File: src/rtl/core/bfa_pkg.sv
`timescale 1ns / 1ps
`default_nettype none
// ----------------------------------------------------------------------------
// bfa_pkg
// Shared types and constants for the first-fit bitmap allocator.
// ----------------------------------------------------------------------------
package bfa_pkg;

  localparam int MAX_ENTRIES = 1024;
  localparam int CHUNK_BITS  = 32;
  localparam int NUM_CHUNKS  = MAX_ENTRIES / CHUNK_BITS;
  localparam int POS_W       = $clog2(CHUNK_BITS);
  localparam int CHUNK_W     = $clog2(NUM_CHUNKS);
  localparam int ADDR_W      = CHUNK_W + 1;
  localparam int IDX_W       = 10;
  localparam int CNT_W       = 11;

  localparam logic [CNT_W-1:0] CNT_RESET = CNT_W'(1024);
  localparam logic [CNT_W-1:0] CNT_MAX   = CNT_W'(MAX_ENTRIES);

  localparam logic CMD_ALLOC = 1'b0;
  localparam logic CMD_FREE  = 1'b1;

  typedef logic [CHUNK_BITS-1:0] word_t;

  typedef enum logic [1:0] {
    ST_OK         = 2'd0,
    ST_NO_INODE   = 2'd1,
    ST_NO_CLUSTER = 2'd2,
    ST_RANGE      = 2'd3
  } status_t;

  typedef enum logic [1:0] {
    S_IDLE = 2'd0,
    S_SCAN = 2'd1,
    S_FREE = 2'd2
  } state_t;

  typedef struct packed {
    logic              rd_en;
    logic [ADDR_W-1:0] rd_addr;
    logic              wr_en;
    logic [ADDR_W-1:0] wr_addr;
    word_t             wr_data;
  } mem_req_t;

endpackage
`default_nettype wire

File: src/rtl/core/bfa_map_mem.sv
`timescale 1ns / 1ps
`default_nettype none
// ----------------------------------------------------------------------------
// bfa_map_mem
// Free-map word store for both pools, with per-row valid bits so that an
// unwritten row reads as all free.
// ----------------------------------------------------------------------------
module bfa_map_mem (
  input  wire logic              clk,
  input  wire logic              rst_n,
  input  wire bfa_pkg::mem_req_t req,
  output      bfa_pkg::word_t    rd_data
);
  import bfa_pkg::*;

  localparam int DEPTH = 2 * NUM_CHUNKS;

  word_t            mem [DEPTH];
  logic [DEPTH-1:0] valid_r;
  word_t            rd_data_r;
  logic             rd_vld_r;

  always_ff @(posedge clk) begin
    if (req.wr_en) begin
      mem[req.wr_addr] <= req.wr_data;
    end
    if (req.rd_en) begin
      rd_data_r <= mem[req.rd_addr];
    end
  end

  always_ff @(posedge clk) begin
    if (!rst_n) begin
      valid_r  <= '0;
      rd_vld_r <= 1'b0;
    end else begin
      if (req.wr_en) begin
        valid_r[req.wr_addr] <= 1'b1;
      end
      if (req.rd_en) begin
        rd_vld_r <= valid_r[req.rd_addr];
      end
    end
  end

  assign rd_data = rd_vld_r ? rd_data_r : '1;

endmodule
`default_nettype wire

File: src/rtl/core/bfa_ffs.sv
`timescale 1ns / 1ps
`default_nettype none
// ----------------------------------------------------------------------------
// bfa_ffs
// Find-first-set unit: lowest set bit of one map chunk.
// ----------------------------------------------------------------------------
module bfa_ffs (
  input  wire bfa_pkg::word_t             word,
  output      logic                       found,
  output      logic [bfa_pkg::POS_W-1:0]  pos
);
  import bfa_pkg::*;

  always_comb begin
    found = 1'b0;
    pos   = '0;
    for (int i = CHUNK_BITS - 1; i >= 0; i--) begin
      if (word[i]) begin
        found = 1'b1;
        pos   = POS_W'(i);
      end
    end
  end

endmodule
`default_nettype wire

File: src/rtl/core/bfa_ctrl.sv
`timescale 1ns / 1ps
`default_nettype none
// ----------------------------------------------------------------------------
// bfa_ctrl
// Sequencer: scans one chunk per cycle through the find-first-set unit,
// handles free read-modify-write and registers the result.
// ----------------------------------------------------------------------------
module bfa_ctrl (
  input  wire logic                       clk,
  input  wire logic                       rst_n,
  input  wire logic                       start,
  output      logic                       busy,
  input  wire logic                       in_cmd,
  input  wire logic                       in_pool,
  input  wire logic [bfa_pkg::IDX_W-1:0]  in_entry_index,
  input  wire logic [bfa_pkg::CNT_W-1:0]  count,
  input  wire bfa_pkg::word_t             map_word,
  output      bfa_pkg::mem_req_t          req,
  output      logic                       out_valid,
  output      logic [bfa_pkg::IDX_W-1:0]  out_result_index,
  output      logic [1:0]                 out_status
);
  import bfa_pkg::*;

  state_t               state_r, state_nxt;
  logic                 pool_r, pool_nxt;
  logic [IDX_W-1:0]     idx_r, idx_nxt;
  logic [CNT_W-1:0]     cnt_r, cnt_nxt;
  logic [CHUNK_W-1:0]   chunk_r, chunk_nxt;
  logic                 out_valid_r, out_valid_nxt;
  logic [IDX_W-1:0]     out_idx_r, out_idx_nxt;
  status_t              out_st_r, out_st_nxt;

  logic [CNT_W-1:0]     eff_cnt;
  logic [CNT_W-1:0]     cnt_m1;
  logic [CHUNK_W-1:0]   last_chunk;
  logic                 accept;
  word_t                mask;
  word_t                cand;
  logic                 hit;
  logic [POS_W-1:0]     hit_pos;
  status_t              fail_st;

  assign accept  = start && (state_r == S_IDLE);
  assign eff_cnt = (count > CNT_MAX) ? CNT_MAX : count;
  assign cnt_m1  = cnt_r - CNT_W'(1);
  assign last_chunk = cnt_m1[POS_W +: CHUNK_W];
  assign fail_st = pool_r ? ST_NO_CLUSTER : ST_NO_INODE;

  // valid-entry mask for the chunk under scan
  always_comb begin
    if (CNT_W'(chunk_r) < (cnt_r >> POS_W)) begin
      mask = '1;
    end else begin
      mask = ~('1 << cnt_r[POS_W-1:0]);
    end
  end

  assign cand = map_word & mask;

  bfa_ffs u_ffs (
    .word  (cand),
    .found (hit),
    .pos   (hit_pos)
  );

  // next state
  always_comb begin
    state_nxt = state_r;
    unique case (state_r)
      S_IDLE: begin
        if (accept) begin
          if (in_cmd == CMD_ALLOC) begin
            state_nxt = (eff_cnt == '0) ? S_IDLE : S_SCAN;
          end else begin
            state_nxt = (CNT_W'(in_entry_index) < eff_cnt) ? S_FREE : S_IDLE;
          end
        end
      end
      S_SCAN: begin
        if (hit || chunk_r == last_chunk) begin
          state_nxt = S_IDLE;
        end
      end
      S_FREE:  state_nxt = S_IDLE;
      default: state_nxt = S_IDLE;
    endcase
  end

  // datapath and outputs
  always_comb begin
    pool_nxt      = pool_r;
    idx_nxt       = idx_r;
    cnt_nxt       = cnt_r;
    chunk_nxt     = chunk_r;
    out_valid_nxt = 1'b0;
    out_idx_nxt   = out_idx_r;
    out_st_nxt    = out_st_r;
    req           = '0;
    unique case (state_r)
      S_IDLE: begin
        if (accept) begin
          pool_nxt  = in_pool;
          idx_nxt   = in_entry_index;
          cnt_nxt   = eff_cnt;
          chunk_nxt = '0;
          if (in_cmd == CMD_ALLOC) begin
            if (eff_cnt == '0) begin
              out_valid_nxt = 1'b1;
              out_idx_nxt   = '0;
              out_st_nxt    = in_pool ? ST_NO_CLUSTER : ST_NO_INODE;
            end else begin
              req.rd_en   = 1'b1;
              req.rd_addr = {in_pool, CHUNK_W'(0)};
            end
          end else begin
            if (CNT_W'(in_entry_index) < eff_cnt) begin
              req.rd_en   = 1'b1;
              req.rd_addr = {in_pool, in_entry_index[POS_W +: CHUNK_W]};
            end else begin
              out_valid_nxt = 1'b1;
              out_idx_nxt   = '0;
              out_st_nxt    = ST_RANGE;
            end
          end
        end
      end
      S_SCAN: begin
        if (hit) begin
          req.wr_en     = 1'b1;
          req.wr_addr   = {pool_r, chunk_r};
          req.wr_data   = map_word & ~(CHUNK_BITS'(1) << hit_pos);
          out_valid_nxt = 1'b1;
          out_idx_nxt   = {chunk_r, hit_pos};
          out_st_nxt    = ST_OK;
        end else if (chunk_r == last_chunk) begin
          out_valid_nxt = 1'b1;
          out_idx_nxt   = '0;
          out_st_nxt    = fail_st;
        end else begin
          chunk_nxt   = chunk_r + CHUNK_W'(1);
          req.rd_en   = 1'b1;
          req.rd_addr = {pool_r, chunk_nxt};
        end
      end
      S_FREE: begin
        req.wr_en     = 1'b1;
        req.wr_addr   = {pool_r, idx_r[POS_W +: CHUNK_W]};
        req.wr_data   = map_word | (CHUNK_BITS'(1) << idx_r[POS_W-1:0]);
        out_valid_nxt = 1'b1;
        out_idx_nxt   = idx_r;
        out_st_nxt    = ST_OK;
      end
      default: begin
      end
    endcase
  end

  always_ff @(posedge clk) begin
    if (!rst_n) begin
      state_r     <= S_IDLE;
      out_valid_r <= 1'b0;
    end else begin
      state_r     <= state_nxt;
      out_valid_r <= out_valid_nxt;
    end
  end

  always_ff @(posedge clk) begin
    pool_r    <= pool_nxt;
    idx_r     <= idx_nxt;
    cnt_r     <= cnt_nxt;
    chunk_r   <= chunk_nxt;
    out_idx_r <= out_idx_nxt;
    out_st_r  <= out_st_nxt;
  end

  assign busy             = (state_r != S_IDLE);
  assign out_valid        = out_valid_r;
  assign out_result_index = out_idx_r;
  assign out_status       = out_st_r;

endmodule
`default_nettype wire

File: src/rtl/core/bitmap_first_free_allocator_top.sv
`timescale 1ns / 1ps
`default_nettype none
// ----------------------------------------------------------------------------
// bitmap_first_free_allocator_top
// First-fit allocator over two 1024-entry free maps (inode, data cluster).
//
// An item is taken when start is high and busy is low. in_cmd selects
// allocate (lowest free entry below the entry count) or free (in_entry_index).
// Each item gives exactly one result, shown for one cycle with out_valid;
// the receiver cannot stall it.
// An out-of-range free or an allocate with a zero count is answered from
// idle; a free reads the map word, then writes it back with the entry set;
// an allocate scans up to 32 chunks of 32 entries in turn, stopping at the
// first hit. The scan reads one map word per cycle and runs it through a
// single find-first-set unit. busy stays high until the result is shown,
// and the next item may be taken in the result cycle, so one item is in flight at a time.
// cfg_we/cfg_wdata write the entry count; write it only while idle.
// Reset marks every entry free at once and sets the count to 1024.
// ----------------------------------------------------------------------------
module bitmap_first_free_allocator_top (
  input  wire logic                       clk,
  input  wire logic                       rst_n,
  input  wire logic                       start,
  output      logic                       busy,
  input  wire logic                       in_cmd,
  input  wire logic                       in_pool,
  input  wire logic [bfa_pkg::IDX_W-1:0]  in_entry_index,
  output      logic                       out_valid,
  output      logic [bfa_pkg::IDX_W-1:0]  out_result_index,
  output      logic [1:0]                 out_status,
  input  wire logic                       cfg_we,
  input  wire logic [bfa_pkg::CNT_W-1:0]  cfg_wdata
);
  import bfa_pkg::*;

  logic [CNT_W-1:0] count_r;
  mem_req_t         req;
  word_t            map_word;

  always_ff @(posedge clk) begin
    if (!rst_n) begin
      count_r <= CNT_RESET;
    end else if (cfg_we) begin
      count_r <= cfg_wdata;
    end
  end

  bfa_map_mem u_mem (
    .clk     (clk),
    .rst_n   (rst_n),
    .req     (req),
    .rd_data (map_word)
  );

  bfa_ctrl u_ctrl (
    .clk              (clk),
    .rst_n            (rst_n),
    .start            (start),
    .busy             (busy),
    .in_cmd           (in_cmd),
    .in_pool          (in_pool),
    .in_entry_index   (in_entry_index),
    .count            (count_r),
    .map_word         (map_word),
    .req              (req),
    .out_valid        (out_valid),
    .out_result_index (out_result_index),
    .out_status       (out_status)
  );

endmodule
`default_nettype wire

File: config.mk
export PLATFORM = sky130hd
export DESIGN_NAME = bitmap_first_free_allocator_top
export DESIGN_NICKNAME = d
export VERILOG_FILES = /design/src/rtl/core/bfa_pkg.sv /design/src/rtl/core/bfa_map_mem.sv /design/src/rtl/core/bfa_ffs.sv /design/src/rtl/core/bfa_ctrl.sv /design/src/rtl/core/bitmap_first_free_allocator_top.sv
export SDC_FILE = /design/constraint.sdc
export NUM_CORES = 2
export LEC_CHECK = 0
export BUFFER_PORTS_ARGS = -buffer_cell sky130_fd_sc_hd__buf_2
export CELL_PAD_IN_SITES_DETAIL_PLACEMENT = 1
export CELL_PAD_IN_SITES_GLOBAL_PLACEMENT = 2
export CORE_MARGIN = 1.5
export CORE_UTILIZATION = 45
export CTS_BUF_LIST = sky130_fd_sc_hd__clkbuf_4 sky130_fd_sc_hd__clkbuf_8 sky130_fd_sc_hd__clkbuf_16
export DETAILED_ROUTE_END_ITERATION = 8
export PLACE_DENSITY_LB_ADDON = 0.1
export SLEW_MARGIN = 20
export SYNTH_ARGS = -nofsm -noshare
export SYNTH_HDL_FRONTEND = slang
export SYNTH_SLANG_ARGS = --single-unit
File: constraint.sdc
create_clock -name clk -period 11.46 [get_ports clk]
set_input_delay 1.146 -clock clk [delete_from_list [all_inputs] [get_ports clk]]
set_output_delay 1.146 -clock clk [all_outputs]
set_load 0.01 [all_outputs]
==> reports/summary.log <==
[grt] met3 global-route usage 6.89%
[synth] register bit count reported by yosys 2198
[synth] net count after synthesis 6867
[synth] count leader, synth sky130_fd_sc_hd__edfxtp_1
[synth] Synth top area share 71.3%
[timing] worst slew margin relative to its limit 21.4%
[timing] minimum hold slack 463 ps
[grt] number of global-route vias before repair 60400
[worst_setup_path] Critical R2R Launch u_ctrl.chunk_r[3]$_SDFFCE_PN0P_
[grt] largest net degree at the start of global routing 131
[worst_setup_path] type of element launching the critical path flop
[synth] number of warnings reported in the yosys synthesis log 0
[grt] global routing usage on met1 46.1%
[grt] met2 track demand over resource in global routing 51.6%
[timing] maximum clock skew at final layout 70.1 ps
[synth] Synth area leader sky130_fd_sc_hd__edfxtp_1
[clock_network] number of gates resized after cts 0
[clock_network] Clock transition at path regs 60 ps
[cells_and_area] synthesis-to-finish area growth 13.1%
[grt] GRT overflow 0
[hold_path] worst hold endpoint u_mem.valid_r[22]$_SDFFE_PN0P_
[timing] unrepaired setup endpoints after global routing false
[clock_network] number of clock buffers inserted by TritonCTS 229
[route] Iter 0 DRT Violations 7758
[floorplanning] Site Rows 163
[route] Routed WL per cell 34.6 µm
[floorplanning] initial core utilization 45.2%
[route] number of DRC violations after detailed routing 0
[timing] Final Hold Fails 0
[synth] share of flip-flops with an asynchronous set or reset 0%
[worst_setup_path] required time at the endpoint of the critical path 12090 ps
[place] detailed placer's ending HPWL 187000 µm
[pwr] Max rail drop VDD 0.150 mV
[timing] final period utilization 66.0%
[synth] most frequent cells after synthesis sky130_fd_sc_hd__edfxtp_1 (2119), sky130_fd_sc_hd__nand2_1 (1821), sky130_fd_sc_hd__nand3_1 (602)
[timing] setup violators final 0
[worst_setup_path] Max Fanout on Critical Path 34
[floorplanning] die outline width 448 µm
[synth] EDFF count, synth 2119
[synth] sequential fraction of the synthesis area 73.1%
[route] Post-DRT Antenna Nets 0
[worst_setup_path] Worst Path Class, Setup flop to flop
[synth] predominant post-synthesis flop cell sky130_fd_sc_hd__edfxtp_1
[worst_setup_path] Critical R2R Capture u_mem.rd_data_r[23]$_DFFE_PP_
[route] via count 61300
[flow_run] number of max-capacitance violations reported 0
[timing] final critical-path required period 7570 ps
[clock_network] number of post-CTS setup repair buffers 0
[route] Total Wirelength 335000 µm
[pwr] leakage power of the design 34.0 nW
[cells_and_area] share of cells above drive strength 1 11.1%
[grt] wire length of the first global-routing pass 468000 µm
[grt] Overall Global Routing Usage 33.2%
[cells_and_area] number of fillers in the final layout 19500
[grt] initial antenna violation count 23
[clock_network] hold buffer count at CTS 0
[timing] Final TNS setup 0 ps
[hold_path] Hold Crit Start u_mem.valid_r[22]$_SDFFE_PN0P_
[grt] most used routing layer met2
[synth] cell types occupying the most area after synthesis sky130_fd_sc_hd__edfxtp_1 (71%), sky130_fd_sc_hd__nand2_1 (7.7%), sky130_fd_sc_hd__nand3_1 (3.4%)
[synth] Netlist cell types 88
[hold_path] worst min path class flop to flop
[synth] mean instance size in the synthesized netlist 13.1 µm²
[timing] Max Transition Viols Final 0
[worst_setup_path] r2r worst-path depth 16
[synth] Mapped Area 89200 µm²
[clock_network] TritonCTS clock tree done
[timing] Worst Tran Pin Value 1170 ps
[hold_path] cell count of the worst hold path 1
[clock_network] Clock H-tree levels 4
[floorplanning] standard cell core area 197000 µm²
[place] gp weighted congestion 0.965
[cells_and_area] final net count 6890
[floorplanning] height of the die 448 µm
[run_status] status complete, no violations
[place] # port buffers 40
[worst_setup_path] category of the worst setup path capture point flop
[synth] synthesized instance count 6822
[clock_network] maximum root-to-sink buffer count 3
[pwr] power density cells 175 nW/µm²
[clock_network] clk sink count 2198
[route] number of detailed-route iterations in the first pass 7
[timing] achievable frequency 132 MHz
[route] post-detailed-route via-to-cell ratio 6.33
[floorplanning] number of placed I/O pins 41
[clock_network] Root Driver sky130_fd_sc_hd__clkbuf_16
[cells_and_area] Cell Count, Final, Fillers Out 9688
[place] total placed cells including tap cells 9254
[floorplanning] die area 201000 µm²
[clock_network] later-pin clock latency in the skew report 900 ps
[worst_setup_path] reg-to-reg setup timing slack 3890 ps
[worst_setup_path] arrival time of data at the critical path endpoint 8200 ps
critical path, stage by stage, from the launching register on:
cell	delay (ps)
sky130_fd_sc_hd__edfxtp_1	600
sky130_fd_sc_hd__ha_1	460
sky130_fd_sc_hd__nand3_1	150
sky130_fd_sc_hd__a21boi_0	290
sky130_fd_sc_hd__a21o_1	310
sky130_fd_sc_hd__a21boi_0	220
sky130_fd_sc_hd__nor3_1	480
sky130_fd_sc_hd__nor4bb_2	450
sky130_fd_sc_hd__buf_4	260
sky130_fd_sc_hd__nand4_1	800
sky130_fd_sc_hd__nand2_4	750
sky130_fd_sc_hd__buf_4	630
sky130_fd_sc_hd__nor2_2	250
sky130_fd_sc_hd__buf_4	330
sky130_fd_sc_hd__a31oi_1	680
sky130_fd_sc_hd__nand2_1	380
sky130_fd_sc_hd__and3_1	250
logic make-up (layout without fill, tap and decap cells):
logic type	after synthesis	count (layout)	share of synthesized area [%]
AO/OA/AOI/OAI	914	914	6.97
XOR/XNOR	7	7	0.0687
adder cells (fa/ha/maj)	18	18	0.252
buffers and inverters	466	687	2.47
flip-flops	2198	2198	73.1
multiplexers	210	210	2.38
other	0	5	0
AND/OR/NAND/NOR	3009	3009	14.8
layer usage:
metal  up-vias  share of wire, %
met5         -             0.032
li1      25500                 -
met2      2853                46
met3       618               9.1
met4        16               4.0
met1     32400                41
report_power, final:
part	internal, mW	total, mW	switching [mW]
sequential	8.85	8.92	0.0708
clock	4.21	7.46	3.25
combinational	0.303	1.23	0.930
total	13.4	17.6	4.25
metrics by stage:
stage	total power [mW]	utilization [%]	cell area (µm²)	setup WS (ps)
4_1_cts	17.7	51.2	101000	3970
3_5_place_dp	10.3	47.3	93300	3980
2_1_floorplan	9.73	-	89200	5070
6_report	17.6	51.2	101000	3890
3_3_place_gp	10.3	47.3	93300	4150
5_1_grt	18.0	51.2	101000	3530
layout by cell type, fill, tap and decap left out, drive strengths merged, types with 10 or more instances in the layout:
cell | netlist | layout
edfxtp | 2119 | 2119
nand2 | 1821 | 1821
nand3 | 602 | 602
clkbuf | 187 | 310
buf | 256 | 235
a31oi | 199 | 199
mux2i | 194 | 194
and3 | 168 | 168
a21oi | 164 | 164
nor2 | 154 | 154
clkinv | 1 | 103
o21ai | 89 | 89
dfxtp | 79 | 79
o21a | 75 | 75
o22ai | 63 | 63
nand4 | 60 | 60
a311oi | 45 | 45
a32oi | 41 | 41
o221ai | 39 | 39
nand2b | 38 | 38
a211oi | 37 | 37
nor3 | 35 | 35
nor2b | 34 | 34
inv | 22 | 26
and2 | 24 | 24
a221oi | 22 | 22
a22oi | 21 | 21
ha | 18 | 18
nor4 | 17 | 17
mux2 | 16 | 16
o31ai | 13 | 13
o211ai | 12 | 12
or2 | 12 | 12
a21o | 11 | 11
bufinv | 0 | 11
a21boi | 10 | 10
state kept, by name, indices dropped and copies added (netlist names):
| register | count |
|---|---|
| u_mem.mem | 2048 |
| u_mem.valid_r | 64 |
| u_mem.rd_data_r | 32 |
| count_r | 11 |
| u_ctrl.cnt_r | 11 |
| u_ctrl.idx_r | 10 |
| u_ctrl.out_result_index | 10 |
| u_ctrl.chunk_r | 5 |
| u_ctrl.out_status | 2 |
| u_ctrl.state_r | 2 |
| u_ctrl.out_valid | 1 |
| u_ctrl.pool_r | 1 |
| u_mem.rd_vld_r | 1 |
area by class of cell:
type	count	area, µm²	area share, %
diodes	5	12.5	0.0124
clock buffers	310	6440	6.39
well taps	2640	3300	3.27
multi-input cells	4158	22900	22.7
flip-flops and latches	2198	65200	64.6
repair buffers	235	1830	1.81
inverters	23	86.3	0.0856
clock inverters	119	1130	1.12
worst max path at each step:
stage | from | end | cells after the start
after global placement | in_entry_index[1] | u_mem.rd_vld_r$_SDFFE_PN0P_ | 16
after detailed placement | u_ctrl.chunk_r[3]$_SDFFCE_PN0P_ | u_mem.rd_data_r[23]$_DFFE_PP_ | 16
after floorplan | u_ctrl.chunk_r[4]$_SDFFCE_PN0P_ | u_mem.mem[0][19]$_DFFE_PP_ | 15
final | u_ctrl.chunk_r[3]$_SDFFCE_PN0P_ | u_mem.rd_data_r[23]$_DFFE_PP_ | 16
after CTS | u_ctrl.chunk_r[3]$_SDFFCE_PN0P_ | u_mem.rd_data_r[23]$_DFFE_PP_ | 16
after global routing | u_ctrl.chunk_r[3]$_SDFFCE_PN0P_ | u_mem.rd_data_r[23]$_DFFE_PP_ | 16
No activity file was read; power rests on OpenSTA's default activity.
